$ cat config.mk
export PLATFORM = sky130hd
export DESIGN_NAME = rspc_back
export DESIGN_NICKNAME = d
export VERILOG_FILES = /design/src/rspc_pkg.sv /design/src/rspc_back.sv
export SDC_FILE = /design/constraint.sdc
export NUM_CORES = 1
export LEC_CHECK = 0
export ABC_CLOCK_PERIOD_IN_PS = 14700
export BUFFER_PORTS_ARGS = -buffer_cell sky130_fd_sc_hd__buf_2
export CORE_MARGIN = 2
export CORE_UTILIZATION = 45
export DETAILED_ROUTE_END_ITERATION = 10
export GPL_ROUTABILITY_DRIVEN = 0
export PLACE_DENSITY_LB_ADDON = 0.25
export SLEW_MARGIN = 20
export SYNTH_ARGS = -nofsm -noshare
export SYNTH_HDL_FRONTEND = slang
export SYNTH_SLANG_ARGS = --single-unit
$ cat constraint.sdc
create_clock -name clk -period 14.7 [get_ports clk]
set_clock_uncertainty 0.05 [all_clocks]
set_input_delay 1.47 -clock clk [delete_from_list [all_inputs] [get_ports clk]]
set_output_delay 1.47 -clock clk [all_outputs]
set_load 0.03 [all_outputs]
$ cat src/rspc_pkg.sv
// Shared types, constants and the CORDIC gain function for the range scan converter.
package rspc_pkg;

  localparam int RangeWidth          = 24;
  localparam int AngleWidth          = 32;
  localparam int PointWidth          = 25;
  localparam int CfgDataWidth        = 32;
  localparam int CfgIndexWidth       = 2;
  localparam int GuardBits           = 6;
  localparam int AtanEntries         = 24;
  localparam int CordicStagesDefault = 16;
  // Q2.30 gain reciprocal and the prescaled range (range * K with guard bits)
  localparam int GainWidth           = 31;
  localparam int ScaledWidth         = 31;
  // CORDIC datapath widths: x/y carry the guard bits plus headroom for the gain
  localparam int XyWidth             = 34;
  localparam int ZWidth              = 33;
  localparam int XyMax               = 2 ** (PointWidth - 1) - 1;
  localparam int XyMin               = -(2 ** (PointWidth - 1));

  // Arctangent of 2^-i in binary angle units (full turn is 2^32)
  localparam logic [AngleWidth-1:0] AtanBau [AtanEntries] = '{
    32'd536870912, 32'd316933406, 32'd167458907, 32'd85004756, 32'd42667331,
    32'd21354465,  32'd10679838,  32'd5340245,   32'd2670163,  32'd1335087,
    32'd667544,    32'd333772,    32'd166886,    32'd83443,    32'd41722,
    32'd20861,     32'd10430,     32'd5215,      32'd2608,     32'd1304,
    32'd652,       32'd326,       32'd163,       32'd81
  };

  typedef enum logic [CfgIndexWidth-1:0] {
    CfgLowerLimit = 2'd0,
    CfgUpperLimit = 2'd1,
    CfgStartAngle = 2'd2,
    CfgAngleStep  = 2'd3
  } cfg_index_t;

  // One beat moving down the rotation chain
  typedef struct packed {
    logic                       vld;
    logic signed [XyWidth-1:0]  x;
    logic signed [XyWidth-1:0]  y;
    logic signed [ZWidth-1:0]   z;
    logic                       kept;
    logic                       last;
  } cell_bus_t;

  // Reciprocal CORDIC gain in Q2.30 for a given stage count, evaluated at elaboration.
  // Square root and division are done bit by bit.
  function automatic longint unsigned gain_recip_q30(input int stages);
    longint unsigned p;
    longint unsigned v;
    longint unsigned res;
    longint unsigned b;
    longint unsigned num;
    longint unsigned rem;
    longint unsigned quo;
    p = 64'd1 << 60;
    for (int i = 0; i < AtanEntries; i++) begin
      if (i < stages) begin
        p = p + (p >> (2 * i));
      end
    end
    v   = p;
    res = 64'd0;
    b   = 64'd1 << 62;
    for (int j = 0; j < 32; j++) begin
      if (b > v) begin
        b = b >> 2;
      end
    end
    for (int j = 0; j < 32; j++) begin
      if (b != 64'd0) begin
        if (v >= res + b) begin
          v   = v - (res + b);
          res = (res >> 1) + b;
        end else begin
          res = res >> 1;
        end
        b = b >> 2;
      end
    end
    if (res == 64'd0) begin
      return 64'd1 << 30;
    end
    num = (64'd1 << 60) + (res >> 1);
    rem = 64'd0;
    quo = 64'd0;
    for (int j = 63; j >= 0; j--) begin
      rem = (rem << 1) | ((num >> j) & 64'd1);
      if (rem >= res) begin
        rem = rem - res;
        quo = quo | (64'd1 << j);
      end
    end
    return quo;
  endfunction

endpackage

$ cat src/rspc_back.sv
// Back end: guard-bit rounding, saturation, drop masking, output register and skid buffer.
module rspc_back (
  input  logic                                  clk,
  input  logic                                  rst_n,
  input  rspc_pkg::cell_bus_t                   bus_in,
  output logic                                  adv,
  output logic                                  out_valid,
  input  logic                                  out_ready,
  output logic signed [rspc_pkg::PointWidth-1:0] out_point_x,
  output logic signed [rspc_pkg::PointWidth-1:0] out_point_y,
  output logic                                  out_kept,
  output logic                                  out_sweep_done
);

  localparam int XW = rspc_pkg::XyWidth;
  localparam int EW = XW + 1;
  localparam int PW = rspc_pkg::PointWidth;
  localparam logic signed [EW-1:0] RoundHalf = EW'(1 << (rspc_pkg::GuardBits - 1));
  localparam logic signed [EW-1:0] SatMax    = EW'(rspc_pkg::XyMax);
  localparam logic signed [EW-1:0] SatMin    = EW'(rspc_pkg::XyMin);

  function automatic logic signed [PW-1:0] finish(input logic signed [XW-1:0] v);
    logic signed [EW-1:0] t;
    t = EW'(v) + RoundHalf;
    t = t >>> rspc_pkg::GuardBits;
    if (t > SatMax) begin
      return PW'(SatMax);
    end else if (t < SatMin) begin
      return PW'(SatMin);
    end
    return PW'(t);
  endfunction

  logic                 fin_vld_r;
  logic signed [PW-1:0] fin_x_r, fin_y_r;
  logic                 fin_kept_r, fin_last_r;

  logic                 out_vld_r, out_vld_nxt;
  logic signed [PW-1:0] out_x_r, out_y_r;
  logic                 out_kept_r, out_last_r;

  logic                 skid_vld_r, skid_vld_nxt;
  logic signed [PW-1:0] skid_x_r, skid_y_r;
  logic                 skid_kept_r, skid_last_r;

  logic out_free;
  logic push;

  assign adv      = !skid_vld_r;
  assign out_free = !out_vld_r || out_ready;
  assign push     = adv && fin_vld_r;

  always_comb begin
    out_vld_nxt  = out_vld_r;
    skid_vld_nxt = skid_vld_r;
    if (out_free) begin
      out_vld_nxt  = skid_vld_r || push;
      skid_vld_nxt = 1'b0;
    end else if (push) begin
      skid_vld_nxt = 1'b1;
    end
  end

  always_ff @(posedge clk) begin
    if (!rst_n) begin
      fin_vld_r  <= 1'b0;
      out_vld_r  <= 1'b0;
      skid_vld_r <= 1'b0;
    end else begin
      if (adv) begin
        fin_vld_r <= bus_in.vld;
      end
      out_vld_r  <= out_vld_nxt;
      skid_vld_r <= skid_vld_nxt;
    end
  end

  always_ff @(posedge clk) begin
    if (adv) begin
      fin_x_r    <= bus_in.kept ? finish(bus_in.x) : '0;
      fin_y_r    <= bus_in.kept ? finish(bus_in.y) : '0;
      fin_kept_r <= bus_in.kept;
      fin_last_r <= bus_in.last;
    end
    if (out_free) begin
      if (skid_vld_r) begin
        out_x_r    <= skid_x_r;
        out_y_r    <= skid_y_r;
        out_kept_r <= skid_kept_r;
        out_last_r <= skid_last_r;
      end else begin
        out_x_r    <= fin_x_r;
        out_y_r    <= fin_y_r;
        out_kept_r <= fin_kept_r;
        out_last_r <= fin_last_r;
      end
    end else if (push) begin
      skid_x_r    <= fin_x_r;
      skid_y_r    <= fin_y_r;
      skid_kept_r <= fin_kept_r;
      skid_last_r <= fin_last_r;
    end
  end

  assign out_valid      = out_vld_r;
  assign out_point_x    = out_x_r;
  assign out_point_y    = out_y_r;
  assign out_kept       = out_kept_r;
  assign out_sweep_done = out_last_r;

`ifndef SYNTHESIS
  a_skid_needs_out: assert property (@(posedge clk) disable iff (!rst_n)
    skid_vld_r |-> out_vld_r)
    else $error("skid holds a beat while output register is empty");
  a_skid_fill: assert property (@(posedge clk) disable iff (!rst_n)
    $rose(skid_vld_r) |-> $past(out_vld_r && !out_ready))
    else $error("skid filled while output was free");
  a_drop_zero: assert property (@(posedge clk) disable iff (!rst_n)
    (out_vld_r && !out_kept_r) |-> (out_x_r == '0 && out_y_r == '0))
    else $error("dropped point carries nonzero coordinates");
`endif

endmodule

## Word level (Yosys, flattened, before mapping)

Cells that the tools add are included.
W data, S select, Z words.

| storage, ports and cells | value |
|---|---|
| register bits after elaboration | 159 |
| input bits | 107 |
| output and inout port bits | 54 |
| logic and storage cells | 46 |

| cells by class | value |
|---|---|
| add/subtract/negate cells | 2 |
| magnitude comparators | 4 |
| multiplexer cells | 16 |
| bitwise logic cells | 2 |
| reductions and logical operators | 7 |

Operators by type and width:

| kind | number |
|---|---|
| $mux W25 | 8 |
| $add A34 B7 Y35 const B | 2 |
| $gt A29 B25 Y1 const B | 2 |
| $lt A29 B25 Y1 const B | 2 |
| $mux W1 | 8 |
| $logic_not A1 Y1 | 2 |
| $logic_or A1 B1 Y1 | 2 |
| $not A1 Y1 | 2 |
| $reduce_and A2 Y1 | 1 |
| $reduce_or A2 Y1 | 1 |
| $logic_and A1 B1 Y1 | 1 |

## Depth between registers and ports, before layout

| depth | value |
|---|---|
| word-level depth | 6 |
| depth in mapped cells | 8 |

## Worst setup path before layout

Ideal clock, no wire load.

| path | value |
|---|---|
| path kind | input-to-reg |
| start point | input out_ready |
| end point | register skid_kept_r (enable) |
| library setup time | 537 ps |
| arrival time | 6688 ps |
| required time | 14113 ps |
| path slack | 7425 ps |
| cell stages on the path | 2 |
| path through | nand2b_1 nor3b_1 |

| between the ends | value |
|---|---|
| cells in the longest elaborated chain, start to end | 3 |

Ends and longest elaborated chain:

| item | RTL line | text |
|---|---|---|
| from (decl) | rspc_back.sv:8 | `input logic out_ready,` |
| $logic_or A1 B1 Y1 | rspc_back.sv:50 | `assign out_free = !out_vld_r \|\| out_ready;` |
| $not A1 Y1 (no line) | - |  |
| $reduce_and A2 Y1 (no line) | - |  |
| to (signal assigned) | rspc_back.sv:100 | `skid_kept_r <= fin_kept_r;` |
| to (decl) | rspc_back.sv:44 | `logic skid_kept_r, skid_last_r;` |

No other way between the ends.
A chain may end at the register's enable or synchronous reset.

## Worst setup path in the final report

| path | value |
|---|---|
| start point | input bus_in[75] in the netlist's numbering |
| end point | register fin_x_r[1], data pin |

| between the ends | value |
|---|---|
| cells in the longest elaborated chain, start to end | 6 |
| elaborated cells on any way between the ends | 8 |
| those cells by class | 1 x add/sub; 2 x order compare; 5 x mux |

Ends and longest elaborated chain:

| item | RTL line | text |
|---|---|---|
| from (decl) | rspc_back.sv:5 | `input rspc_pkg::cell_bus_t bus_in,` |
| $add A34 B7 Y35 * | rspc_back.sv:24 | `t = EW'(v) + RoundHalf;` |
| $lt A29 B25 Y1 | rspc_back.sv:28 | `end else if (t < SatMin) begin` |
| $mux W1 | rspc_back.sv:28 |  |
| $mux W1 | rspc_back.sv:26 | `if (t > SatMax) begin` |
| $mux W1 | rspc_back.sv:79 | `if (adv) begin` |
| $mux W25 * | rspc_back.sv:31 | `return PW'(t);` |
| to (signal assigned) | rspc_back.sv:80 | `fin_x_r <= bus_in.kept ? finish(bus_in.x) : '0;` |
| to (decl) | rspc_back.sv:35 | `logic signed [PW-1:0] fin_x_r, fin_y_r;` |

Mark *: on every way between the ends. The rest lies on a longest branch, timed or not. The select of a mux whose other input is x is not followed.

==> results.py <==
metrics = {
    "sta": {
        "grt_setup_unrepaired": "no",
        "hold_viol": 0,
        "final-setup-viol-count": 0,
        "slew_viol_final": 0,
        "setup_slack_ps": 10710,
        "fmax_mhz": 250,
        "tightest_slew_ps": 986,
        "timing.final.crit_share": 0.272,
        "relSlewSlack": 0.337,
        "fin_crit_ps": 3990,
        "tns_ps": 0,
    },
    "clock_network": {
        "cts_made_buffers": 17,
        "htreeDepth": 4,
        "cts-root-buf": "clkbuf_16",
        "ctsResizeCount": 0,
        "tritoncts": "built",
        "cts_buffer_depth": 2,
        "numClockSinks": 159,
        "cts_hold_buf": 0,
        "clk_latency_ps": 410,
        "cts_setup_buffers": 0,
        "clkTransAtPathRegs_ps": 60,
    },
    "floorplan": {
        "die_h_um": 129,
        "io_pins": 161,
        "design.core.area_um2": 15300,
        "fp.dieArea_um2": 16700,
        "initial_core_util": 0.463,
        "num_rows": 45,
        "fp.dieW_um": 129,
    },
    "global_route": {
        "antenna_found_initial": 0,
        "grt_pass1_wl_um": 21200,
        "grtUsageTotal": 0.168,
        "grt_pass1_vias": 4183,
        "gr-total-overflow": 0,
        "grt_max_degree": 56,
    },
    "yosys": {
        "yosysSeqAreaShare": 0.672,
        "synth_area_um2": 7060,
        "synth_nets": 574,
        "synth-edff-count": 156,
        "ys_seq_elements": 159,
        "synth_ff_type": "edfxtp_1",
        "ys.warnings.count": 0,
        "avgSynthCellArea_um2": 15.2,
        "ys_types": 52,
        "syn_inst": 465,
        "async_reset_ff_frac": 0,
    },
    "worst_setup_path": {
        "worst_ep_required_time_ps": 14800,
        "crit_chain": "buf_2 -> ha_1 -> nand4_1 -> nor4_2 -> a21bo_2 -> a211oi_1 -> nor2_2 -> buf_4 -> o21ai_2",
        "slowest_stage": "nor4_2",
        "critPathLaunch": "bus_in[75]",
        "r2r-end": "skid_y_r[20]$_DFFE_PP_",
        "cp-start-kind": "primary input",
        "worst_ep_arrival_time_ps": 4090,
        "reg2regPathDepth": 4,
        "worst-setup-path-type": "primary input to flop",
        "end_kind": "flop",
        "reg2reg_slack_ps": 12610,
        "crit_path_max_incr_delay_ps": 780,
        "cp_max_fo": 13,
        "timing.rr.start": "out_valid$_SDFFE_PN0P_",
    },
    "power": {
        "power_frac_seq": 0.502,
        "p_leak_nw": 3.16,
        "switchingPower_w": 0.000251,
        "internal_power_w": 0.000839,
        "clockPowerShare": 0.395,
        "power_density_nw_per_um2": 129,
        "p_comb_frac": 0.103,
        "peakVddDrop_v": 0.0000770,
        "switching_share": 0.230,
    },
    "min_path": {
        "hold_class": "flop to flop",
        "hold_depth": 0,
        "worstHoldStart": "fin_y_r[17]$_SDFFCE_PN0N_",
        "hold-path-endpoint": "skid_y_r[17]$_DFFE_PP_",
    },
    "layout": {
        "layout_common_cells": "156 x edfxtp_1, 117 x buf_2, 52 x mux2_2",
        "nNetsFinal": 701,
        "layout-drive-gt1-share": 0.402,
        "area_delta_synth_final_pct": 19.4,
        "fillers": 1269,
        "diodes": 0,
        "layout_commonest_cell": "edfxtp_1",
        "layout.cells.non_filler": 815,
    },
    "route": {
        "post_drt_wl_per_cell_um": 16.4,
        "dr.pass1.iters": 4,
        "vias": 4269,
        "detail-route-antenna-nets": 0,
        "wl_um": 13400,
        "routed_via_density": 5.24,
        "drt_iter0_drc": 209,
        "drc": 0,
    },
    "placed_design": {
        "post-dp-hpwl_um": 8770,
        "placement.io_buffers": 117,
        "pre_cts_ws_ps": 10270,
        "dp.cells": 784,
    },
    "job": {
        "drv_cap": 0,
    },
    "outcome": {
        "run_status": "finished, final reports clean",
    },
}
==> worst max path at each step <==
stage / to / slack [ps]
CTS: fin_x_r[1]$_SDFFCE_PN0N_ / 10680
floorplan: skid_kept_r$_DFFE_PP_ / 7420
detailed placement: fin_x_r[1]$_SDFFCE_PN0N_ / 10270
global placement: fin_x_r[1]$_SDFFCE_PN0N_ / 10320
global route: fin_x_r[1]$_SDFFCE_PN0N_ / 10460
finish: fin_x_r[1]$_SDFFCE_PN0N_ / 10710
==> cells in the mapped netlist, drive strengths merged (2+ instances only) <==
| master | instances | area [um^2] |
|---|---|---|
| and2 | 2 | 12.5 |
| and3 | 5 | 31.3 |
| and4 | 5 | 43.8 |
| buf | 6 | 77.6 |
| clkbuf | 9 | 33.8 |
| dfxtp | 3 | 60.1 |
| edfxtp | 156 | 4680 |
| ha | 2 | 25.0 |
| inv | 10 | 37.5 |
| mux2 | 52 | 586 |
| nand2 | 23 | 88.8 |
| nand2b | 2 | 12.5 |
| nand3 | 21 | 110 |
| nand4 | 17 | 143 |
| nor2 | 23 | 88.8 |
| nor3 | 3 | 15.0 |
| nor3b | 3 | 22.5 |
| nor4 | 5 | 52.6 |
| o21ai | 49 | 320 |
| or2 | 2 | 12.5 |
| or4 | 4 | 37.5 |
| xnor2 | 20 | 175 |
| xor2 | 26 | 228 |
==> registers in the layout (all words and copies together) (netlist names) <==
register and flops:
skid_last_r 1, skid_kept_r 1, out_valid 1, skid_y_r 25, skid_vld_r 1, fin_kept_r 1, fin_x_r 25, skid_x_r 25
out_sweep_done 1, fin_y_r 25, out_point_y 25, out_kept 1, out_point_x 25, fin_last_r 1, fin_vld_r 1
==> per-layer routing <==
layer / share of wire / wire length [um] / track usage / up-vias
li1: - / - / - / 2042
met1: 0.45 / 5960 / 0.223 / 2099
met2: 0.50 / 6620 / 0.270 / 108
met3: 0.038 / 505 / 0.0301 / 20
met4: 0.021 / 274 / 0.0767 / 0
met5: 0 / 0 / 0 / -
==> metrics by stage <==
step           hold WS [ps]  total power (W)  cell area [um^2]  utilization
2_1_floorplan           372         0.000629              7060            -
3_3_place_gp            380         0.000667              7860        0.515
3_5_place_dp            382         0.000670              7860        0.515
4_1_cts                 397          0.00110              8440        0.553
5_1_grt                 402          0.00113              8440        0.553
6_report                397          0.00109              8440        0.553
==> worst max-delay path: cells and delay by family <==
kind,cells,cell delay (ps)
compound gates,3,430
simple gates,3,1490
buf+inv,2,480
fa+ha+maj,1,200
==> final cells by class <==
class	count	area, um^2	area share
multi-input combinational	281	2180	0.259
clock buffer	19	433	0.0513
sequential	159	4750	0.562
inverter	10	37.5	0.00445
tap	211	264	0.0313
timing repair buffer	123	631	0.0747
clock inverter	12	144	0.0171
==> logic make-up after synthesis <==
| group | synth area share |
|---|---|
| fa+ha+maj | 0.00354 |
| xor+xnor | 0.0570 |
| simple gates | 0.0985 |
| compound gates | 0.0639 |
| mux | 0.0843 |
| flops | 0.672 |
| buf+inv | 0.0211 |
==> power groups by stage <==
| stage | registers (W) | clock network [W] | logic, W |
|---|---|---|---|
| 6_report | 0.000548 | 0.000431 | 0.000112 |
| 5_1_grt | 0.000551 | 0.000457 | 0.000121 |
| 4_1_cts | 0.000548 | 0.000439 | 0.000113 |
| 3_5_place_dp | 0.000557 | 0 | 0.000113 |
| 3_3_place_gp | 0.000556 | 0 | 0.000111 |
| 2_1_floorplan | 0.000588 | 0 | 0.0000401 |
Note: power is estimated with default switching activity, not from simulation.
