===== src/rspc_pkg.sv =====
// Shared types, constants and the CORDIC gain function for the range scan converter.
package rspc_pkg;

  localparam int RangeWidth          = 24;
  localparam int AngleWidth          = 32;
  localparam int PointWidth          = 25;
  localparam int CfgDataWidth        = 32;
  localparam int CfgIndexWidth       = 2;
  localparam int GuardBits           = 6;
  localparam int AtanEntries         = 24;
  localparam int CordicStagesDefault = 16;
  // Q2.30 gain reciprocal and the prescaled range (range * K with guard bits)
  localparam int GainWidth           = 31;
  localparam int ScaledWidth         = 31;
  // CORDIC datapath widths: x/y carry the guard bits plus headroom for the gain
  localparam int XyWidth             = 34;
  localparam int ZWidth              = 33;
  localparam int XyMax               = 2 ** (PointWidth - 1) - 1;
  localparam int XyMin               = -(2 ** (PointWidth - 1));

  // Arctangent of 2^-i in binary angle units (full turn is 2^32)
  localparam logic [AngleWidth-1:0] AtanBau [AtanEntries] = '{
    32'd536870912, 32'd316933406, 32'd167458907, 32'd85004756, 32'd42667331,
    32'd21354465,  32'd10679838,  32'd5340245,   32'd2670163,  32'd1335087,
    32'd667544,    32'd333772,    32'd166886,    32'd83443,    32'd41722,
    32'd20861,     32'd10430,     32'd5215,      32'd2608,     32'd1304,
    32'd652,       32'd326,       32'd163,       32'd81
  };

  typedef enum logic [CfgIndexWidth-1:0] {
    CfgLowerLimit = 2'd0,
    CfgUpperLimit = 2'd1,
    CfgStartAngle = 2'd2,
    CfgAngleStep  = 2'd3
  } cfg_index_t;

  // One beat moving down the rotation chain
  typedef struct packed {
    logic                       vld;
    logic signed [XyWidth-1:0]  x;
    logic signed [XyWidth-1:0]  y;
    logic signed [ZWidth-1:0]   z;
    logic                       kept;
    logic                       last;
  } cell_bus_t;

  // Reciprocal CORDIC gain in Q2.30 for a given stage count, evaluated at elaboration.
  // Square root and division are done bit by bit.
  function automatic longint unsigned gain_recip_q30(input int stages);
    longint unsigned p;
    longint unsigned v;
    longint unsigned res;
    longint unsigned b;
    longint unsigned num;
    longint unsigned rem;
    longint unsigned quo;
    p = 64'd1 << 60;
    for (int i = 0; i < AtanEntries; i++) begin
      if (i < stages) begin
        p = p + (p >> (2 * i));
      end
    end
    v   = p;
    res = 64'd0;
    b   = 64'd1 << 62;
    for (int j = 0; j < 32; j++) begin
      if (b > v) begin
        b = b >> 2;
      end
    end
    for (int j = 0; j < 32; j++) begin
      if (b != 64'd0) begin
        if (v >= res + b) begin
          v   = v - (res + b);
          res = (res >> 1) + b;
        end else begin
          res = res >> 1;
        end
        b = b >> 2;
      end
    end
    if (res == 64'd0) begin
      return 64'd1 << 30;
    end
    num = (64'd1 << 60) + (res >> 1);
    rem = 64'd0;
    quo = 64'd0;
    for (int j = 63; j >= 0; j--) begin
      rem = (rem << 1) | ((num >> j) & 64'd1);
      if (rem >= res) begin
        rem = rem - res;
        quo = quo | (64'd1 << j);
      end
    end
    return quo;
  endfunction

endpackage


===== src/rspc_cell.sv =====
// One CORDIC micro-rotation cell of the rotation chain.
module rspc_cell #(
  parameter int STAGE = 0
) (
  input  logic                clk,
  input  logic                rst_n,
  input  logic                adv,
  input  rspc_pkg::cell_bus_t bus_in,
  output rspc_pkg::cell_bus_t bus_out
);

  localparam int XW = rspc_pkg::XyWidth;
  localparam int ZW = rspc_pkg::ZWidth;
  localparam logic signed [ZW-1:0] Atan = ZW'(rspc_pkg::AtanBau[STAGE]);

  logic signed [XW-1:0] xs, ys;
  rspc_pkg::cell_bus_t  bus_nxt, bus_r;

  assign xs = bus_in.x >>> STAGE;
  assign ys = bus_in.y >>> STAGE;

  // Turn toward zero residual angle
  always_comb begin
    bus_nxt = bus_in;
    if (!bus_in.z[ZW-1]) begin
      bus_nxt.x = bus_in.x - ys;
      bus_nxt.y = bus_in.y + xs;
      bus_nxt.z = bus_in.z - Atan;
    end else begin
      bus_nxt.x = bus_in.x + ys;
      bus_nxt.y = bus_in.y - xs;
      bus_nxt.z = bus_in.z + Atan;
    end
  end

  always_ff @(posedge clk) begin
    if (!rst_n) begin
      bus_r.vld <= 1'b0;
    end else if (adv) begin
      bus_r <= bus_nxt;
    end
  end

  assign bus_out = bus_r;

endmodule


===== config.mk =====
export PLATFORM = sky130hd
export DESIGN_NAME = rspc_cell
export DESIGN_NICKNAME = d
export VERILOG_FILES = /design/src/rspc_pkg.sv /design/src/rspc_cell.sv
export SDC_FILE = /design/constraint.sdc
export NUM_CORES = 1
export LEC_CHECK = 0
export ABC_CLOCK_PERIOD_IN_PS = 5600
export BUFFER_PORTS_ARGS = -buffer_cell sky130_fd_sc_hd__clkbuf_2
export CORE_ASPECT_RATIO = 0.6
export CORE_MARGIN = 5
export CORE_UTILIZATION = 50
export DETAILED_ROUTE_END_ITERATION = 12
export GPL_ROUTABILITY_DRIVEN = 0
export PLACE_DENSITY = 0.71
export SLEW_MARGIN = 15
export SYNTH_ARGS = -nofsm -noshare
export SYNTH_HDL_FRONTEND = slang
export SYNTH_SLANG_ARGS = --single-unit

===== constraint.sdc =====
create_clock -name clk -period 5.6 [get_ports clk]
set_clock_uncertainty 0.2 [all_clocks]
set_input_delay 0.28 -clock clk [delete_from_list [all_inputs] [get_ports clk]]
set_output_delay 0.28 -clock clk [all_outputs]
set_load 0.01 [all_outputs]

Word-level counts from Yosys, hierarchy flattened. Index checks and enable logic that the tools add are counted. W data, S select, Z words.

Output and inout bits: 104. Latch bits: 0. ROM bits: 0. Memory bits (writable): 0. Input bits: 107. Memories: 0. Logic and storage cells: 13. Flip-flop bits (word level): 104.

Divide/modulo/power cells: 0. Bitwise operators: 0. Multipliers: 0. Add/subtract/negate cells: 5. Reductions and logical operators: 1. Eq/ne operators: 0. Magnitude comparators: 0. Shift operators: 0. Multiplexer cells: 1.

Operators by type and width (count): $mux W101 (1); $sub A34 B34 Y34 (2); $add A34 B34 Y34 (1); $add A33 B31 Y33 const B (1); $sub A33 B31 Y33 const B (1); $reduce_and A2 Y1 (1).

Depth between registers and ports, before layout. Gate-level depths: netlist (run 1).

Depth in word-level cells: 2. Mapped depth: 12. Mapped depth without buffers: 12.

Worst setup path before layout (run 1). Ideal clock, no wire load.

Kind: input-to-reg. Start: input port adv. End: register bus_r (netlist bit bus_out[0]), enable pin. Buffers on the path: 0. Stages on the path: 1. Arrival: 2633 ps. Required time: 4928 ps. Setup time: 472 ps. Path slack: 2295 ps. Cell sequence: and2_1.

Longest elaborated chain between the ends: 1.

RTL lines: from (decl) (RTL line rspc_cell.sv:7) `input logic adv,`; $reduce_and A2 Y1 (no line); to (signal assigned) (RTL line rspc_cell.sv:40) `bus_r <= bus_nxt;`; to (decl) (RTL line rspc_cell.sv:17) `rspc_pkg::cell_bus_t bus_nxt, bus_r;`.

Every way passes these cells. A chain may end at the register's enable or synchronous reset.

==> results of run 1 <==
area by class of cell:
type / count / share of cell area (%)
clock buffers: 9 / 2.10
clock inverters: 6 / 0.641
inverters: 98 / 3.43
multi-input cells: 754 / 49.5
flip-flops and latches: 103 / 28.7
well taps: 234 / 2.73
repair buffers: 244 / 12.9
power by group:
part | internal (W) | switching [W] | total (W)
clock | 0.000348 | 0.000277 | 0.000625
combinational | 0.000344 | 0.000584 | 0.000928
sequential | 0.000960 | 0.0000281 | 0.000988
placed cells by master, fill, tap and decap left out, types with 12 or more instances in the layout:
cell / n
sky130_fd_sc_hd__xnor2_1: 54
sky130_fd_sc_hd__o21ai_0: 79
sky130_fd_sc_hd__ha_1: 101
sky130_fd_sc_hd__nor3_1: 19
sky130_fd_sc_hd__mux2i_1: 16
sky130_fd_sc_hd__nand2b_1: 15
sky130_fd_sc_hd__a21oi_1: 113
sky130_fd_sc_hd__nor2b_1: 18
sky130_fd_sc_hd__a211oi_1: 14
sky130_fd_sc_hd__nand2_1: 49
sky130_fd_sc_hd__dlygate4sd3_1: 32
sky130_fd_sc_hd__xor2_1: 12
sky130_fd_sc_hd__o21bai_1: 13
sky130_fd_sc_hd__nand3_1: 20
sky130_fd_sc_hd__nor2_1: 77
sky130_fd_sc_hd__edfxtp_1: 102
sky130_fd_sc_hd__inv_1: 97
sky130_fd_sc_hd__clkbuf_2: 210
worst max path at each step:
stage	end	start	cells after the start	slack, ns
global route	bus_out[101]	bus_in[48]	11	1.89
detailed placement	bus_out[64]	bus_in[38]	12	1.84
floorplan	bus_out[0]	adv	1	2.29
global placement	bus_out[64]	bus_in[38]	12	1.81
finish	bus_out[64]	bus_in[38]	12	2.12
CTS	bus_out[64]	bus_in[38]	12	2.22
cells by family (layout without fill, tap and decap cells):
family / after synthesis / after routing / synth area share [%]
XOR/XNOR: 66 / 66 / 6.47
AO/OA/AOI/OAI: 317 / 317 / 22.4
flip-flops: 103 / 103 / 34.5
AND/OR/NAND/NOR: 250 / 250 / 13.7
buffers and inverters: 140 / 357 / 6.10
adder cells (fa/ha/maj): 105 / 105 / 15.0
multiplexers: 16 / 16 / 1.79
worst max-delay path: stages:
cell and delay, ns:
sky130_fd_sc_hd__clkbuf_2 0.11, sky130_fd_sc_hd__inv_1 0.04, sky130_fd_sc_hd__ha_1 0.55, sky130_fd_sc_hd__and3_1 0.24, sky130_fd_sc_hd__a21bo_2 0.25, sky130_fd_sc_hd__a21bo_2 0.22, sky130_fd_sc_hd__a2bb2oi_1 0.59, sky130_fd_sc_hd__a21oi_1 0.27
sky130_fd_sc_hd__o31ai_1 0.36, sky130_fd_sc_hd__a211oi_1 0.13, sky130_fd_sc_hd__a21oi_1 0.22, sky130_fd_sc_hd__xor2_1 0.10
layer usage:
metal  GRT usage, %  vias up  wire length (µm)
met3           9.56       24              4350
met2           35.4      578             10700
li1               -     3990                 -
met4           3.65        0               251
met1           43.6     3941             13800
met5              0        -                 0
stage by stage:
step | total power, W | std cells
floorplan | 0.00156 | 997
global placement | 0.00187 | 1401
detailed placement | 0.00188 | 1401
CTS | 0.00253 | 1448
global route | 0.00268 | 1448
finish | 0.00254 | 1448
==> reports/results.ini, run 1 <==
[synthesis]
synth_warnings = 0
synth.net_count = 1209
postSynthAreaPerCell_um2 = 8.96
synth_seq_area_share_pct = 34.5
synth_ff_type = sky130_fd_sc_hd__edfxtp_1
synth_enable_flop_cells = 102
syn_inst = 997
synth.cells.most_frequent = sky130_fd_sc_hd__a21oi_1 (113), sky130_fd_sc_hd__edfxtp_1 (102), sky130_fd_sc_hd__ha_1 (101)
area_fraction_of_the_dominant_cell_type_after_synthesis_pct = 34.3
synth_area_leaders = sky130_fd_sc_hd__edfxtp_1 (34%), sky130_fd_sc_hd__ha_1 (14%), sky130_fd_sc_hd__a21oi_1 (6.3%)
yosysTopAreaCell = sky130_fd_sc_hd__edfxtp_1
yosys.cell_types.count = 70
postSynth.asyncResetShare_pct = 0
yosysMostFrequentCell = sky130_fd_sc_hd__a21oi_1
synth.cell_area_mm2 = 0.00894
synth_seq_cells = 103

[floorplanning]
core_region_area_mm2 = 0.0174
die_x_um = 183
initial_utilization_pct = 51.5
die_h_um = 114
io-pin-count = 211
placement_rows = 37
design.die.area_mm2 = 0.0207

[timing]
timing.final.ws_setup_ns = 2.12
max_freq_ghz = 0.288
setup_tns_ns = 0
finalHoldWorstSlack_ns = 0.0245
grt_setup_unrepaired = false
setup_viol = 0
count_of_final_hold_check_violations = 0
tightest_slew_ns = 0.863
slew_headroom_pct = 42.5
fin_crit_period_ns = 3.48
period_share_pct = 62.1
finalMaxSlewViolations = 0

[drt]
routed_wirelength_um = 29100
detailroute.via_count = 8533
detail_route.wl_per_cell_um = 20.1
viasPerCell = 5.89
ant_nets = 0
remaining_drc_errors = 0
first_pass_iters = 7
initialDrtViolationCount = 1202

[setup_path]
timing.critical_path.fanout_max = 12
timing.reg2reg.worst_path_depth = 2
reg2reg_setup_slack_ns = 4.79
timing.critical_path.required_ns = 5.47
setup.worst_path.start_class = input pin
worstSetupPathType = input pin to flip-flop
cp-end-kind = flip-flop
worst-endpoint-arrival_ns = 3.35
reg2reg_to = bus_out[103]
r2r-start = bus_out[103]

[global_route]
grt_start_max_net_pins = 64
first_global_vias = 7784
first_pass_grt_wire_length_um = 44400
grt_usage_pct = 27.3
grt_overflow = 0
antenna_violations_before_repair = 0

[power_and_ir_drop]
total_leakage_power_nw = 4.76
ir_worst_vdd_mv = 0.175
power_density_mw_per_mm2 = 237

[cells_and_area]
antenna_cells = 0
stdcell_area_mm2 = 0.0107
flow.area_growth_from_synthesis_pct = 20.1
finish.net_count = 1422
area.sequential_mm2 = 0.00308
area_of_combinational_cells_with_multiple_inputs_mm2 = 0.00531
number_of_flip_flops_under_the_largest_register_name = 103
fill_cells = 1530
drive_gt1_share_pct = 20.6
final_util_pct = 61.8

[place]
dpl_cell_area_mm2 = 0.0101
worst_setup_slack_before_clock_tree_synthesis_ns = 1.84
dp_hpwl_um = 23500
port_buffers = 210

[clock_tree]
clockRootBuffer = sky130_fd_sc_hd__clkbuf_16
cts_num_sinks = 103
cts_max_level = 3
insertion_delay_ns = 0.34
clock_tree.buffer_depth = 2
tritoncts.num_buffers = 9
clk_transition_reported_paths_ns = 0.07
cts_post_setup_buffers_inserted = 0
cts.hold.buffers_added = 32
ctsResizeCount = 0
tritoncts = done

[min_path]
min_from = bus_in[31]
holdCritPathClass = input pin to flip-flop
whs_path_depth = 2
timing.hold.worst_endpoint = bus_out[31]

[run]
cap_viol_max_count = 0

[status]
run_status = complete, no violations

No activity file was read; power rests on OpenSTA's default activity.
==> run 2, diff against run 1 <==
ABC_CLOCK_PERIOD_IN_PS = 2850   (was 5600)
PLACE_DENSITY = 0.74   (was 0.71)
clock period = 2.85 ns   (was 5.6 ns; I/O delays follow)
==> run 2 against run 1 <==
  * Via count is 11% higher
  * Non-clock buffer count is 199 higher
  * Count of clock-buffer cells in the layout unchanged
  * Final area rose by 15%
  * Global-route usage grew 1.8 points
  * Critical path depth increased by 1
  * Die area stayed put
  * Power rose by 110%
  * Sequential share of layout area down 3.7 points
  * Combinational power grew 140%
  * First-iteration DRC count grew 13%
  * Largest power group is now combinational logic
==> reports/results.ini, run 2 (synthesized netlist as in run 1, its figures left out) <==
[timing]
grt_setup_unrepaired = true  ; was false
setup_viol = 0  ; unchanged
period_share_pct = 98.3
slew_headroom_pct = 53.4  ; was 42.5%
fin_crit_period_ns = 2.80
count_of_final_hold_check_violations = 0  ; unchanged
max_freq_ghz = 0.357
tightest_slew_ns = 0.692  ; was 0.863 ns
finalMaxSlewViolations = 0  ; unchanged
timing.final.ws_setup_ns = 0.0483  ; was 2.12 ns

[setup_path]
reg2reg_to = bus_out[103]  ; unchanged
critical_path.cell_chain = clkbuf_2 -> inv_1 -> ha_1 -> buf_4 -> nor2b_1 -> nor2_1 -> o221ai_1 -> a211oi_1 -> o21ai_0 -> a21oi_1 -> o21bai_1 -> a21oi_1 -> xnor2_1  ; was clkbuf_2 -> inv_1 -> ha_1 -> and3_1 -> a21bo_2 -> a21bo_2 -> a2bb2oi_1 -> a21oi_1 -> o31ai_1 -> a211oi_1 -> a21oi_1 -> xor2_1
setup.worst_path.start_class = input pin  ; unchanged
cp-end-kind = flip-flop  ; unchanged
slowest_stage = sky130_fd_sc_hd__a211oi_1  ; was sky130_fd_sc_hd__a2bb2oi_1
timing.reg2reg.worst_path_depth = 3  ; was 2
r2r-start = bus_out[103]  ; unchanged
timing.critical_path.required_ns = 2.74  ; was 5.47 ns
reg2reg_setup_slack_ns = 1.41  ; was 4.79 ns
max_stage_delay_ns = 0.48  ; was 0.59 ns
worstSetupPathType = input pin to flip-flop  ; unchanged
critical-path-top-cell-by-count = sky130_fd_sc_hd__a21oi_1
worst-endpoint-arrival_ns = 2.69  ; was 3.35 ns
timing.critical_path.fanout_max = 7  ; was 12

[clock_tree]
tritoncts = done  ; unchanged
clockRootBuffer = sky130_fd_sc_hd__clkbuf_16  ; unchanged
clock_tree.buffer_depth = 2  ; unchanged
cts_max_level = 3  ; unchanged
insertion_delay_ns = 0.34  ; about the same
cts_num_sinks = 103  ; unchanged
clk_transition_reported_paths_ns = 0.08  ; was 0.07 ns
tritoncts.num_buffers = 9  ; unchanged

[global_route]
first_pass_grt_wire_length_um = 47800  ; was 44400 µm
grt_overflow = 0  ; unchanged
grt_usage_pct = 29.1  ; was 27.3%
first_global_vias = 8761  ; was 7784
grt_start_max_net_pins = 51  ; was 64
antenna_violations_before_repair = 0  ; unchanged

[min_path]
whs_path_depth = 3  ; was 2
timing.hold.worst_endpoint = bus_out[34]  ; was bus_out[31]
min_from = bus_in[33]  ; was bus_in[31]
holdCritPathClass = input pin to flip-flop  ; unchanged

[drt]
top_signal_layer_used = met4  ; unchanged
remaining_drc_errors = 0  ; unchanged
detail_route.wl_per_cell_um = 19.2  ; was 20.1 µm
ant_nets = 0  ; unchanged
detailroute.via_count = 9440  ; was 8533
routed-wl-met3_um = 5330  ; was 4350 µm
viasPerCell = 5.73  ; was 5.89
first_pass_iters = 7  ; unchanged
initialDrtViolationCount = 1360  ; was 1202
wl_met2_um = 12000  ; was 10700 µm
m1WireLength_um = 14000  ; was 13800 µm
routed_wirelength_um = 31700  ; was 29100 µm

[floorplanning]
initial_utilization_pct = 51.5  ; unchanged
design.die.area_mm2 = 0.0207  ; unchanged
die_x_um = 183  ; unchanged
core_region_area_mm2 = 0.0174  ; unchanged
io-pin-count = 211  ; unchanged
die_h_um = 114  ; unchanged
placement_rows = 37  ; unchanged

[run]
cap_viol_max_count = 0  ; unchanged

[place]
port_buffers = 210  ; unchanged
worst_setup_slack_before_clock_tree_synthesis_ns = -0.322  ; was 1.84 ns
dp_cells = 1597  ; was 1401
dp_hpwl_um = 26200  ; was 23500 µm

[cells_and_area]
number_of_flip_flops_under_the_largest_register_name = 103  ; unchanged
antenna_cells = 0  ; unchanged
finish.net_count = 1621  ; was 1422
drive_gt1_share_pct = 32.7  ; was 20.6%
flow.area_growth_from_synthesis_pct = 37.9  ; was 20.1%
stdcell_count = 1648  ; was 1448
mostFrequentLayoutCell = sky130_fd_sc_hd__clkbuf_2  ; unchanged
most-common-layout-cells = sky130_fd_sc_hd__clkbuf_2 (210), sky130_fd_sc_hd__buf_4 (197), sky130_fd_sc_hd__a21oi_1 (109)  ; was sky130_fd_sc_hd__clkbuf_2 (210), sky130_fd_sc_hd__a21oi_1 (113), sky130_fd_sc_hd__edfxtp_1 (102)

[power_and_ir_drop]
power_density_mw_per_mm2 = 437  ; was 237 mW/mm²
ir_worst_vdd_mv = 0.302  ; was 0.175 mV
total_leakage_power_nw = 5.73  ; was 4.76 nW
report.power.total_w = 0.00538  ; was 0.00254 W

[status]
run_status = complete, no violations  ; unchanged

run 2: cell count changes in the layout (fill, tap and decap cells not counted), moves of 3 or more:
cell,before,now
sky130_fd_sc_hd__dlygate4sd3_1,32,35
sky130_fd_sc_hd__a21oi_1,113,109
sky130_fd_sc_hd__buf_4,2,197
sky130_fd_sc_hd__a21oi_2,1,4
run 2: worst max path at each step:
stage / slack (ns) / cells after the start / startpoint / endpoint
after detailed placement: -0.32 / 13 / bus_in[43] / bus_out[65]
after CTS: 0.04 / 13 / bus_in[43] / bus_out[65]
after floorplan: 0.03 / 11 / bus_in[41] / bus_out[63]
after global routing: -0.02 / 13 / bus_in[35] / bus_out[61]
final: 0.05 / 13 / bus_in[55] / bus_out[68]
after global placement: -0.26 / 12 / bus_in[41] / bus_out[52]
run 2: critical path: cells and delay by family:
kind | cells | cell delay, ns
simple gates | 2 | 0.29
buf+inv | 3 | 0.34
xor+xnor | 1 | 0.10
fa+ha+maj | 1 | 0.39
compound gates | 6 | 1.42
run 2: layer usage:
layer,up-vias,GRT usage (%)
met5,-,0
met4,0,5.30
met3,33,12.2
met2,650,39.3
met1,4375,43.4
li1,4382,-
run 2: where the power goes:
part	internal, W	total (W)	switching (W)	leakage, nW
combinational	0.000985	0.00224	0.00126	4.62
sequential	0.00188	0.00193	0.0000495	0.965
clock	0.000613	0.00120	0.000590	0.143
total	0.00348	0.00538	0.00190	5.73
run 2: per-stage QoR:
stage	area, µm²	util [%]	hold slack (ns)	TNS (ns)
floorplan	8940	-	0.0414	0
global placement	11600	66.8	0.119	-4.10
detailed placement	11600	66.8	0.121	-5.83
CTS	12200	70.5	0.0389	0
global route	12300	71.0	0.0429	-0.0221
finish	12300	71.0	0.0425	0
run 2: layout make-up:
| type | count | area (µm²) |
|---|---|---|
| multi-input cells | 754 | 5390 |
| flip-flops and latches | 103 | 3080 |
| clock inverters | 7 | 66.3 |
| inverters | 98 | 368 |
| clock buffers | 9 | 225 |
| fillers | 1377 | 5030 |
| well taps | 234 | 293 |
| repair buffers | 443 | 2900 |
run 2: timing repair:
item,in CTS,in global routing
buffers inserted,0,0
endpoints found under the hold margin,34,0
gates resized for setup,0,19
endpoints found under the setup margin,0,21
hold buffers,35,0
