<file path="src/rspc_pkg.sv">
// Shared types, constants and the CORDIC gain function for the range scan converter.
package rspc_pkg;

  localparam int RangeWidth          = 24;
  localparam int AngleWidth          = 32;
  localparam int PointWidth          = 25;
  localparam int CfgDataWidth        = 32;
  localparam int CfgIndexWidth       = 2;
  localparam int GuardBits           = 6;
  localparam int AtanEntries         = 24;
  localparam int CordicStagesDefault = 16;
  // Q2.30 gain reciprocal and the prescaled range (range * K with guard bits)
  localparam int GainWidth           = 31;
  localparam int ScaledWidth         = 31;
  // CORDIC datapath widths: x/y carry the guard bits plus headroom for the gain
  localparam int XyWidth             = 34;
  localparam int ZWidth              = 33;
  localparam int XyMax               = 2 ** (PointWidth - 1) - 1;
  localparam int XyMin               = -(2 ** (PointWidth - 1));

  // Arctangent of 2^-i in binary angle units (full turn is 2^32)
  localparam logic [AngleWidth-1:0] AtanBau [AtanEntries] = '{
    32'd536870912, 32'd316933406, 32'd167458907, 32'd85004756, 32'd42667331,
    32'd21354465,  32'd10679838,  32'd5340245,   32'd2670163,  32'd1335087,
    32'd667544,    32'd333772,    32'd166886,    32'd83443,    32'd41722,
    32'd20861,     32'd10430,     32'd5215,      32'd2608,     32'd1304,
    32'd652,       32'd326,       32'd163,       32'd81
  };

  typedef enum logic [CfgIndexWidth-1:0] {
    CfgLowerLimit = 2'd0,
    CfgUpperLimit = 2'd1,
    CfgStartAngle = 2'd2,
    CfgAngleStep  = 2'd3
  } cfg_index_t;

  // One beat moving down the rotation chain
  typedef struct packed {
    logic                       vld;
    logic signed [XyWidth-1:0]  x;
    logic signed [XyWidth-1:0]  y;
    logic signed [ZWidth-1:0]   z;
    logic                       kept;
    logic                       last;
  } cell_bus_t;

  // Reciprocal CORDIC gain in Q2.30 for a given stage count, evaluated at elaboration.
  // Square root and division are done bit by bit.
  function automatic longint unsigned gain_recip_q30(input int stages);
    longint unsigned p;
    longint unsigned v;
    longint unsigned res;
    longint unsigned b;
    longint unsigned num;
    longint unsigned rem;
    longint unsigned quo;
    p = 64'd1 << 60;
    for (int i = 0; i < AtanEntries; i++) begin
      if (i < stages) begin
        p = p + (p >> (2 * i));
      end
    end
    v   = p;
    res = 64'd0;
    b   = 64'd1 << 62;
    for (int j = 0; j < 32; j++) begin
      if (b > v) begin
        b = b >> 2;
      end
    end
    for (int j = 0; j < 32; j++) begin
      if (b != 64'd0) begin
        if (v >= res + b) begin
          v   = v - (res + b);
          res = (res >> 1) + b;
        end else begin
          res = res >> 1;
        end
        b = b >> 2;
      end
    end
    if (res == 64'd0) begin
      return 64'd1 << 30;
    end
    num = (64'd1 << 60) + (res >> 1);
    rem = 64'd0;
    quo = 64'd0;
    for (int j = 63; j >= 0; j--) begin
      rem = (rem << 1) | ((num >> j) & 64'd1);
      if (rem >= res) begin
        rem = rem - res;
        quo = quo | (64'd1 << j);
      end
    end
    return quo;
  endfunction

endpackage

</file>
<file path="src/rspc_front.sv">
// Front end: config registers, beam angle accumulator, limit check, gain prescale, pre-rotation.
module rspc_front #(
  parameter int CORDIC_STAGES = rspc_pkg::CordicStagesDefault
) (
  input  logic                                  clk,
  input  logic                                  rst_n,
  input  logic                                  adv,
  input  logic                                  cfg_wr_en,
  input  logic [rspc_pkg::CfgIndexWidth-1:0]    cfg_index,
  input  logic [rspc_pkg::CfgDataWidth-1:0]     cfg_data,
  input  logic                                  in_valid,
  input  logic [rspc_pkg::RangeWidth-1:0]       in_range_sample,
  input  logic                                  in_sweep_end,
  output rspc_pkg::cell_bus_t                   bus_out
);

  localparam int RW = rspc_pkg::RangeWidth;
  localparam int AW = rspc_pkg::AngleWidth;
  localparam int SW = rspc_pkg::ScaledWidth;
  localparam int XW = rspc_pkg::XyWidth;
  localparam int ZW = rspc_pkg::ZWidth;
  localparam int ProdWidth = RW + rspc_pkg::GainWidth;
  localparam int KShift = 30 - rspc_pkg::GuardBits;
  localparam logic [rspc_pkg::GainWidth-1:0] GainK =
    rspc_pkg::GainWidth'(rspc_pkg::gain_recip_q30(CORDIC_STAGES));
  localparam logic [ProdWidth-1:0] ProdRound = ProdWidth'(1) << (KShift - 1);

  logic [RW-1:0] lo_limit_r, lo_limit_nxt;
  logic [RW-1:0] hi_limit_r, hi_limit_nxt;
  logic [AW-1:0] start_r, start_nxt;
  logic [AW-1:0] step_r, step_nxt;
  logic [AW-1:0] offset_r, offset_nxt;

  logic          s1_vld_r, s2_vld_r, s3_vld_r;
  logic [RW-1:0] s1_range_r;
  logic [AW-1:0] s1_theta_r, s2_theta_r;
  logic          s1_kept_r, s1_last_r, s2_kept_r, s2_last_r;
  logic [SW-1:0] s2_scaled_r;
  logic [ProdWidth-1:0] prod;
  rspc_pkg::cell_bus_t  s3_nxt, s3_r;

  logic in_fire;
  logic flip;

  assign in_fire = in_valid && adv;

  always_comb begin
    lo_limit_nxt = lo_limit_r;
    hi_limit_nxt = hi_limit_r;
    start_nxt    = start_r;
    step_nxt     = step_r;
    if (cfg_wr_en) begin
      case (rspc_pkg::cfg_index_t'(cfg_index))
        rspc_pkg::CfgLowerLimit: lo_limit_nxt = cfg_data[RW-1:0];
        rspc_pkg::CfgUpperLimit: hi_limit_nxt = cfg_data[RW-1:0];
        rspc_pkg::CfgStartAngle: start_nxt    = cfg_data[AW-1:0];
        rspc_pkg::CfgAngleStep:  step_nxt     = cfg_data[AW-1:0];
        default: ;
      endcase
    end
  end

  // Advance the offset per sample, drop back to zero after the last one of a sweep
  always_comb begin
    offset_nxt = offset_r;
    if (in_fire) begin
      offset_nxt = in_sweep_end ? '0 : offset_r + step_r;
    end
  end

  always_ff @(posedge clk) begin
    if (!rst_n) begin
      lo_limit_r <= '0;
      hi_limit_r <= '1;
      start_r    <= '0;
      step_r     <= '0;
      offset_r   <= '0;
      s1_vld_r   <= 1'b0;
      s2_vld_r   <= 1'b0;
      s3_vld_r   <= 1'b0;
    end else begin
      lo_limit_r <= lo_limit_nxt;
      hi_limit_r <= hi_limit_nxt;
      start_r    <= start_nxt;
      step_r     <= step_nxt;
      offset_r   <= offset_nxt;
      if (adv) begin
        s1_vld_r <= in_fire;
        s2_vld_r <= s1_vld_r;
        s3_vld_r <= s2_vld_r;
      end
    end
  end

  assign prod = ProdWidth'(s1_range_r) * ProdWidth'(GainK) + ProdRound;
  assign flip = s2_theta_r[AW-1] ^ s2_theta_r[AW-2];

  // Left half-plane: rotate by half a turn, which negates the start vector
  always_comb begin
    s3_nxt      = '0;
    s3_nxt.vld  = s2_vld_r;
    s3_nxt.y    = '0;
    s3_nxt.kept = s2_kept_r;
    s3_nxt.last = s2_last_r;
    if (flip) begin
      s3_nxt.x = -XW'(s2_scaled_r);
      s3_nxt.z = ZW'($signed({~s2_theta_r[AW-1], s2_theta_r[AW-2:0]}));
    end else begin
      s3_nxt.x = XW'(s2_scaled_r);
      s3_nxt.z = ZW'($signed(s2_theta_r));
    end
  end

  always_ff @(posedge clk) begin
    if (adv) begin
      s1_range_r  <= in_range_sample;
      s1_theta_r  <= start_r + offset_r;
      s1_kept_r   <= (in_range_sample > lo_limit_r) && (in_range_sample < hi_limit_r);
      s1_last_r   <= in_sweep_end;
      s2_scaled_r <= prod[KShift +: SW];
      s2_theta_r  <= s1_theta_r;
      s2_kept_r   <= s1_kept_r;
      s2_last_r   <= s1_last_r;
      s3_r        <= s3_nxt;
    end
  end

  always_comb begin
    bus_out     = s3_r;
    bus_out.vld = s3_vld_r;
  end

`ifndef SYNTHESIS
  a_offset_clear: assert property (@(posedge clk) disable iff (!rst_n)
    (in_fire && in_sweep_end) |=> (offset_r == '0))
    else $error("angle offset not cleared after last sample");
  a_offset_step: assert property (@(posedge clk) disable iff (!rst_n)
    (in_fire && !in_sweep_end) |=> (offset_r == $past(offset_r + step_r)))
    else $error("angle offset did not advance by one step");
`endif

endmodule

</file>
<file path="config.mk">
export PLATFORM = sky130hd
export DESIGN_NAME = rspc_front
export DESIGN_NICKNAME = d
export VERILOG_FILES = /design/src/rspc_pkg.sv /design/src/rspc_front.sv
export SDC_FILE = /design/constraint.sdc
export NUM_CORES = 1
export LEC_CHECK = 0
export BUFFER_PORTS_ARGS = -buffer_cell sky130_fd_sc_hd__buf_2
export CORE_AREA = 2 2 259 261
export CTS_CLUSTER_DIAMETER = 30
export DETAILED_ROUTE_END_ITERATION = 6
export DIE_AREA = 0 0 261 263
export PLACE_DENSITY_LB_ADDON = 0.25
export SLEW_MARGIN = 10
export SYNTH_ARGS = -nofsm -noshare
export SYNTH_HDL_FRONTEND = slang
export SYNTH_SLANG_ARGS = --single-unit
</file>
<file path="constraint.sdc">
create_clock -name clk -period 6.4 [get_ports clk]
set_input_delay 0.96 -clock clk [delete_from_list [all_inputs] [get_ports clk]]
set_output_delay 0.96 -clock clk [all_outputs]
set_load 0.02 [all_outputs]
</file>
**Word-level counts from Yosys, hierarchy flattened**

Cells that the tools add are included.

- $add $sub $neg: 4
- Multipliers: 1
- Order comparisons: 2
- Eq/ne operators: 3
- Mux-type cells: 3
- Bitwise operators: 2
- Reductions and logical operators: 7

Operators by type and width:

| cell | number |
|---|---|
| $add A32 B32 Y32 | 2 |
| $add A54 B24 Y55 const B | 1 |
| $mul A24 B30 Y54 const B | 1 |
| $neg A31 Y34 | 1 |
| $mux W33 | 1 |
| $mux W32 | 1 |
| $mux W31 | 1 |
| $gt A24 B24 Y1 | 1 |
| $lt A24 B24 Y1 | 1 |
| $reduce_and A2 Y1 | 4 |
| $eq A2 B2 Y1 const B | 2 |
| $eq A2 B1 Y1 const B | 1 |
| $logic_and A1 B1 Y1 | 2 |
| $logic_not A2 Y1 | 1 |
| $not A1 Y1 | 1 |
| $xor A1 B1 Y1 | 1 |

- Register bits: 339
- Output and inout port bits: 104
- Word-level logic and storage cells: 43

**Longest topological paths before layout**

- Depth after elaboration: 2
- Gate-level depth with buffers: 28

**Worst setup path after synthesis**

Ideal clock, no wire load.

- Path type: flip-flop to flip-flop
- Start: register s1_range_r[22]
- End: register s2_scaled_r[25], data pin
- Setup time: 0.195 ns
- Data arrival time: 6.452 ns
- Required time: 6.205 ns
- Path slack: -0.247 ns
- Cell stages (with the launch flop): 27
- Path buffers: 2
- Period minus slack after synthesis: 6.647 ns
- Cell sequence: edfxtp_1 -> inv_1 -> ha_1 -> clkbuf_1 -> xnor2_1 -> inv_1 -> ha_1 -> a21o_1 -> fa_1 -> fa_1 -> fa_1 -> fa_1 -> inv_1 -> fa_1 -> inv_1 -> ha_1 -> clkbuf_1 -> a21oi_1 -> o21ai_0 -> a21o_1 -> a21oi_1 -> o21ai_0 -> a21oi_1 -> a211oi_1 -> o31ai_1 -> or4b_1 -> o311ai_0

- Longest elaborated chain between the ends: 2

RTL lines:

| element | RTL line | source |
|---|---|---|
| from (decl) | rspc_front.sv:35 | `logic [RW-1:0] s1_range_r;` |
| from (signal assigned) | rspc_front.sv:116 | `s1_range_r <= in_range_sample;` |
| $mul A24 B30 Y54 | rspc_front.sv:95 | `assign prod = ProdWidth'(s1_range_r) * ProdWidth'(GainK) + ProdRound;` |
| $add A54 B24 Y55 | rspc_front.sv:95 |  |
| net prod[49] | rspc_front.sv:39 | `logic [ProdWidth-1:0] prod;` |
| to (signal assigned) | rspc_front.sv:120 | `s2_scaled_r <= prod[KShift +: SW];` |
| to (decl) | rspc_front.sv:38 | `logic [SW-1:0] s2_scaled_r;` |

The timed path passes the listed nets, and every way through them passes these cells.
A chain may end at the register's enable or synchronous reset.

**Final worst setup path**

- Start: register s1_range_r[8]
- End: register s2_scaled_r[24], data pin

The elaborated chain is that of the path after synthesis.

==> results by stage <==
Status:
- The run finished, with violations left.
- The checks that failed: negative setup slack.

Synth:
- Summed over its instances, the top area cell type makes up 21.3% of the synthesized netlist area.
- In the post-synthesis netlist, the biggest area contributors are sky130_fd_sc_hd__fa_1, sky130_fd_sc_hd__edfxtp_1, sky130_fd_sc_hd__ha_1, sky130_fd_sc_hd__dfxtp_1, sky130_fd_sc_hd__inv_1.
- The count of cell types in the netlist is 68.
- The number of warnings reported in the yosys synthesis log is 0.
- Summed over all instances, the cell type with the most area after synthesis is sky130_fd_sc_hd__fa_1.
- The synthesized design contains about 190 enable-type register cells.
- The register bit total from synthesis is ~340.
- The average cell area after synthesis is 10.3 sq um.
- The post-synthesis cell count is ~2800.
- The post-synthesis cell area is around 29000 sq um.
- Of all flip-flops after synthesis, the portion carrying an async set or reset was 0%.
- The most used flip-flop cell after synthesis is sky130_fd_sc_hd__edfxtp_1.
- The proportion of synthesized chip area in sequential cells is between 20 and 30%.

CTS:
- The clock tree synthesis step divided the H-tree into 3 levels.
- CTS saw 338 sinks.
- The clock-pin transition on the worst setup and hold timing paths is roughly 50 ps.
- TritonCTS built the clock tree.
- The root buffer cell is sky130_fd_sc_hd__clkbuf_16.
- The total CTS buffers is 79.
- The count of hold buffers inserted by post-cts repair is 0.
- The number of buffers on the longest clock path is 3.
- The latest clock arrival within the worst-skew pair is 640 ps.

Floorplan:
- For this design the top-level I/O count stands at about 170.
- The initial utilization of the core area, before any placement, comes to between 40% and 50%.
- The die covers slightly below 70000 sq um.
- From bottom edge to top edge, the die measures between 200 and 300 microns.
- The total area inside the core boundary comes to between 60000 and 70000 sq um.
- The initialized floorplan defines 94 standard-cell rows.
- The die width is ~260 microns.

STA:
- The clock arrives with approximately 60 ps of skew.
- The remaining max-slew budget at the tightest pin is a little under a quarter.
- Timing would allow up to around 150 MHz.
- The minimum setup slack in the final design is -384 ps.
- Setup violations remaining at the end of the flow were counted as 17.
- The final period utilization is 106%.
- Setup repair after global routing could not meet its margin everywhere.
- At the pin with the least slew margin, the transition time is 1160 ps.
- The number of max-slew violations in the final report is 0.
- The worst path in the final design needs a cycle of 6780 ps, including I/O delays and setup.
- The hold violation total from the final report was 0.

Setup path:
- STA classifies the critical path endpoint as a flop.
- The worst setup path is launched from a flop.
- The data arrival time of the worst path is 7110 ps.
- The setup path with the least slack is of type flop to flop.
- Of all nets on the critical path, the largest fanout is 3.
- The worst endpoint required time is a little under 7000 ps.

Placed design:
- The post-placement cell area is about 33000 sq um.
- The placed wire-length estimate is roughly 66000 microns.
- The count of input and output buffers is approximately 130.
- The global placement routability congestion is 0.941.

Detailed routing:
- The count of TritonRoute iterations in the first routing pass is 5.
- The number of antenna-violating nets in the routed design is 0.
- The sum of routed wire length over all layers is 80700 microns.
- For this run, design rule violations remaining after detail routing come to 0.
- In this run, the number of DRC markers left after iteration 0 of detailed routing was ~980.
- Across all layers, the routed design uses between 20000 and 25000 vias.
- In the final routed layout, each cell accounts on average for ~19 microns.
- After detailed routing, the number of vias per cell comes to approximately 5.

Cells and area:
- Relative to the synthesized area, the layout overhead comes to 27.2%.
- Fill cells in the final layout number about 5700.
- With fillers left out, the area of the finished cells amounts to between 30000 and 40000 sq um.
- The post-route netlist has approximately a quarter of its cells at a drive strength greater than 1.
- The final layout net count is roughly 4000.
- The total area of multi-input combinational cells is ~19000 sq um.
- The area used by sequential logic in the layout is just under 9000 sq um.

GRT:
- Across every metal layer, demand over resource in global routing totals a little under a quarter.
- The leftover overflow at the end of global routing is 0.
- The via count of the first global-routing pass is 22750.
- The pin count of the biggest net entering global routing is 130.
- The global-route wire length before repair is 124000 microns.
- The initial antenna violation count is 1.

Worst hold path:
- The tightest min-delay check is of the flop to flop type.

Run:
- The reported max-cap violation count is 0.
-- cells in the final DEF, fill, tap and decap left out, types with 40 or more instances in the layout --
cell	Yosys	final
sky130_fd_sc_hd__fa_1	312	276
sky130_fd_sc_hd__a21o_1	99	99
sky130_fd_sc_hd__xnor2_1	74	72
sky130_fd_sc_hd__o21ai_0	53	48
sky130_fd_sc_hd__nand2_1	256	251
sky130_fd_sc_hd__a21boi_0	91	91
sky130_fd_sc_hd__a21oi_1	138	115
sky130_fd_sc_hd__edfxtp_1	191	191
sky130_fd_sc_hd__xor2_1	51	51
sky130_fd_sc_hd__ha_1	377	334
sky130_fd_sc_hd__buf_4	36	308
sky130_fd_sc_hd__buf_2	0	132
sky130_fd_sc_hd__inv_1	529	480
sky130_fd_sc_hd__ha_4	0	40
sky130_fd_sc_hd__nor2_1	76	66
sky130_fd_sc_hd__inv_2	0	44
sky130_fd_sc_hd__dfxtp_1	147	147
sky130_fd_sc_hd__clkbuf_16	0	80
-- critical path, cell delays in order (launching register included) --
cell and delay [ps]:
sky130_fd_sc_hd__edfxtp_1 430, sky130_fd_sc_hd__buf_6 160, sky130_fd_sc_hd__ha_4 270, sky130_fd_sc_hd__clkinvlp_4 140, sky130_fd_sc_hd__fa_2 520, sky130_fd_sc_hd__fa_1 520, sky130_fd_sc_hd__inv_2 70, sky130_fd_sc_hd__fa_1 560
sky130_fd_sc_hd__fa_1 450, sky130_fd_sc_hd__fa_1 540, sky130_fd_sc_hd__inv_1 50, sky130_fd_sc_hd__fa_1 560, sky130_fd_sc_hd__inv_2 60, sky130_fd_sc_hd__ha_4 260, sky130_fd_sc_hd__nand2_2 90, sky130_fd_sc_hd__nor2_4 140
sky130_fd_sc_hd__nand3_2 90, sky130_fd_sc_hd__or2_4 270, sky130_fd_sc_hd__nor2_4 120, sky130_fd_sc_hd__nand4_1 140, sky130_fd_sc_hd__buf_6 170, sky130_fd_sc_hd__a211oi_4 290, sky130_fd_sc_hd__o31ai_4 80, sky130_fd_sc_hd__buf_4 150
sky130_fd_sc_hd__buf_4 120, sky130_fd_sc_hd__nor2b_4 110, sky130_fd_sc_hd__xnor2_1 120
-- flip-flops by register name, summed over array words and instances, names as in the netlist --
| signal | cells |
|---|---|
| s2_vld_r | 1 |
| s2_kept_r | 1 |
| s3_vld_r | 1 |
| s2_last_r | 1 |
| offset_r | 32 |
| step_r | 32 |
| lo_limit_r | 24 |
| s1_range_r | 24 |
| bus_out | 68 |
| s1_theta_r | 32 |
| s1_vld_r | 1 |
| start_r | 32 |
| s2_theta_r | 32 |
| s1_kept_r | 1 |
| s2_scaled_r | 31 |
| hi_limit_r | 24 |
| s1_last_r | 1 |
-- synth_stat cells, types with 3 or more instances --
| cell | n |
|---|---|
| sky130_fd_sc_hd__a221oi_1 | 3 |
| sky130_fd_sc_hd__o31ai_1 | 8 |
| sky130_fd_sc_hd__dfxtp_1 | 147 |
| sky130_fd_sc_hd__ha_1 | 377 |
| sky130_fd_sc_hd__o211ai_1 | 32 |
| sky130_fd_sc_hd__o21a_1 | 13 |
| sky130_fd_sc_hd__nand2b_1 | 14 |
| sky130_fd_sc_hd__xnor2_1 | 74 |
| sky130_fd_sc_hd__buf_4 | 36 |
| sky130_fd_sc_hd__a22oi_1 | 11 |
| sky130_fd_sc_hd__o21ai_0 | 53 |
| sky130_fd_sc_hd__xor2_1 | 51 |
| sky130_fd_sc_hd__inv_1 | 529 |
| sky130_fd_sc_hd__o21ai_1 | 9 |
| sky130_fd_sc_hd__a31oi_1 | 15 |
| sky130_fd_sc_hd__a221o_1 | 3 |
| sky130_fd_sc_hd__and3_1 | 12 |
| sky130_fd_sc_hd__and2_1 | 7 |
| sky130_fd_sc_hd__a22o_1 | 18 |
| sky130_fd_sc_hd__fa_1 | 312 |
| sky130_fd_sc_hd__or3_1 | 6 |
| sky130_fd_sc_hd__or2_2 | 6 |
| sky130_fd_sc_hd__a211o_1 | 5 |
| sky130_fd_sc_hd__o31a_1 | 4 |
| sky130_fd_sc_hd__o21bai_1 | 24 |
| sky130_fd_sc_hd__nand4_1 | 25 |
| sky130_fd_sc_hd__nor3b_1 | 6 |
| sky130_fd_sc_hd__clkbuf_1 | 58 |
| sky130_fd_sc_hd__a21oi_1 | 138 |
| sky130_fd_sc_hd__nor3_1 | 16 |
| sky130_fd_sc_hd__mux2i_1 | 4 |
| sky130_fd_sc_hd__nor2b_1 | 34 |
| sky130_fd_sc_hd__edfxtp_1 | 191 |
| sky130_fd_sc_hd__nand2_1 | 256 |
| sky130_fd_sc_hd__nand3_1 | 18 |
| sky130_fd_sc_hd__a211oi_1 | 16 |
| sky130_fd_sc_hd__a21o_1 | 99 |
| sky130_fd_sc_hd__a41oi_1 | 3 |
| sky130_fd_sc_hd__a21boi_0 | 91 |
| sky130_fd_sc_hd__nor2_1 | 76 |
-- path summary, 6_finish.rpt --
path | from | to | slack, ps | cells past startpoint
min reg2reg | s1_theta_r[23]$_DFFE_PP_ | s2_theta_r[23]$_DFFE_PP_ | 400 | 0
max | s1_range_r[8]$_DFFE_PP_ | s2_scaled_r[24]$_DFFE_PP_ | -380 | 26
max reg2reg | s1_range_r[8]$_DFFE_PP_ | s2_scaled_r[24]$_DFFE_PP_ | -380 | 26
min | s1_theta_r[23]$_DFFE_PP_ | s2_theta_r[23]$_DFFE_PP_ | 400 | 0
-- repair_timing --
action                                  in CTS  in global routing
endpoints found under the setup margin      23                 28
pin swaps                                   87                 70
gates resized for setup                    104                131
setup buffers                               42                 34
-- logic make-up after synthesis --
logic type,after synthesis,share of synthesized area (%)
xor+xnor,125,3.74
buf+inv,625,8.47
flops,338,29.6
mux,4,0.137
other cells,1,0.0128
compound gates,566,13.0
simple gates,488,7.54
fa+ha+maj,690,37.4
-- through the flow --
step	setup TNS, ps	hold slack (ps)	instances	util (%)	setup slack, ps
floorplan	-12.6	400	2870	-	-12.6
global placement	-4900	401	4040	50.1	-455
detailed placement	-6320	405	4040	50.1	-500
CTS	-1680	392	4227	55.6	-230
global route	-7070	393	4260	56.8	-565
finish	-2930	398	4261	56.8	-384
-- cell type report --
class                   count  share of cell area, %
flip-flops and latches    338                   23.3
clock buffers             102                   5.78
clock inverters            44                   1.86
inverters                 529                   5.37
repair buffers            476                   9.07
well taps                 864                   2.90
diodes                      1                0.00671
multi-input cells        1907                   51.7
-- per-layer routing --
| metal | GRT usage [%] | vias to the layer above | share of wire [%] |
|---|---|---|---|
| met5 | 0 | - | 0 |
| met4 | 9.86 | 0 | 4.2 |
| met3 | 3.74 | 147 | 4.3 |
| met2 | 41.0 | 429 | 50 |
| met1 | 29.3 | 10363 | 42 |
| li1 | - | 10400 | - |
Power is left out: the tool's default activity adds up to more than one toggle a clock period on the data nets, which glitch-free logic cannot reach.
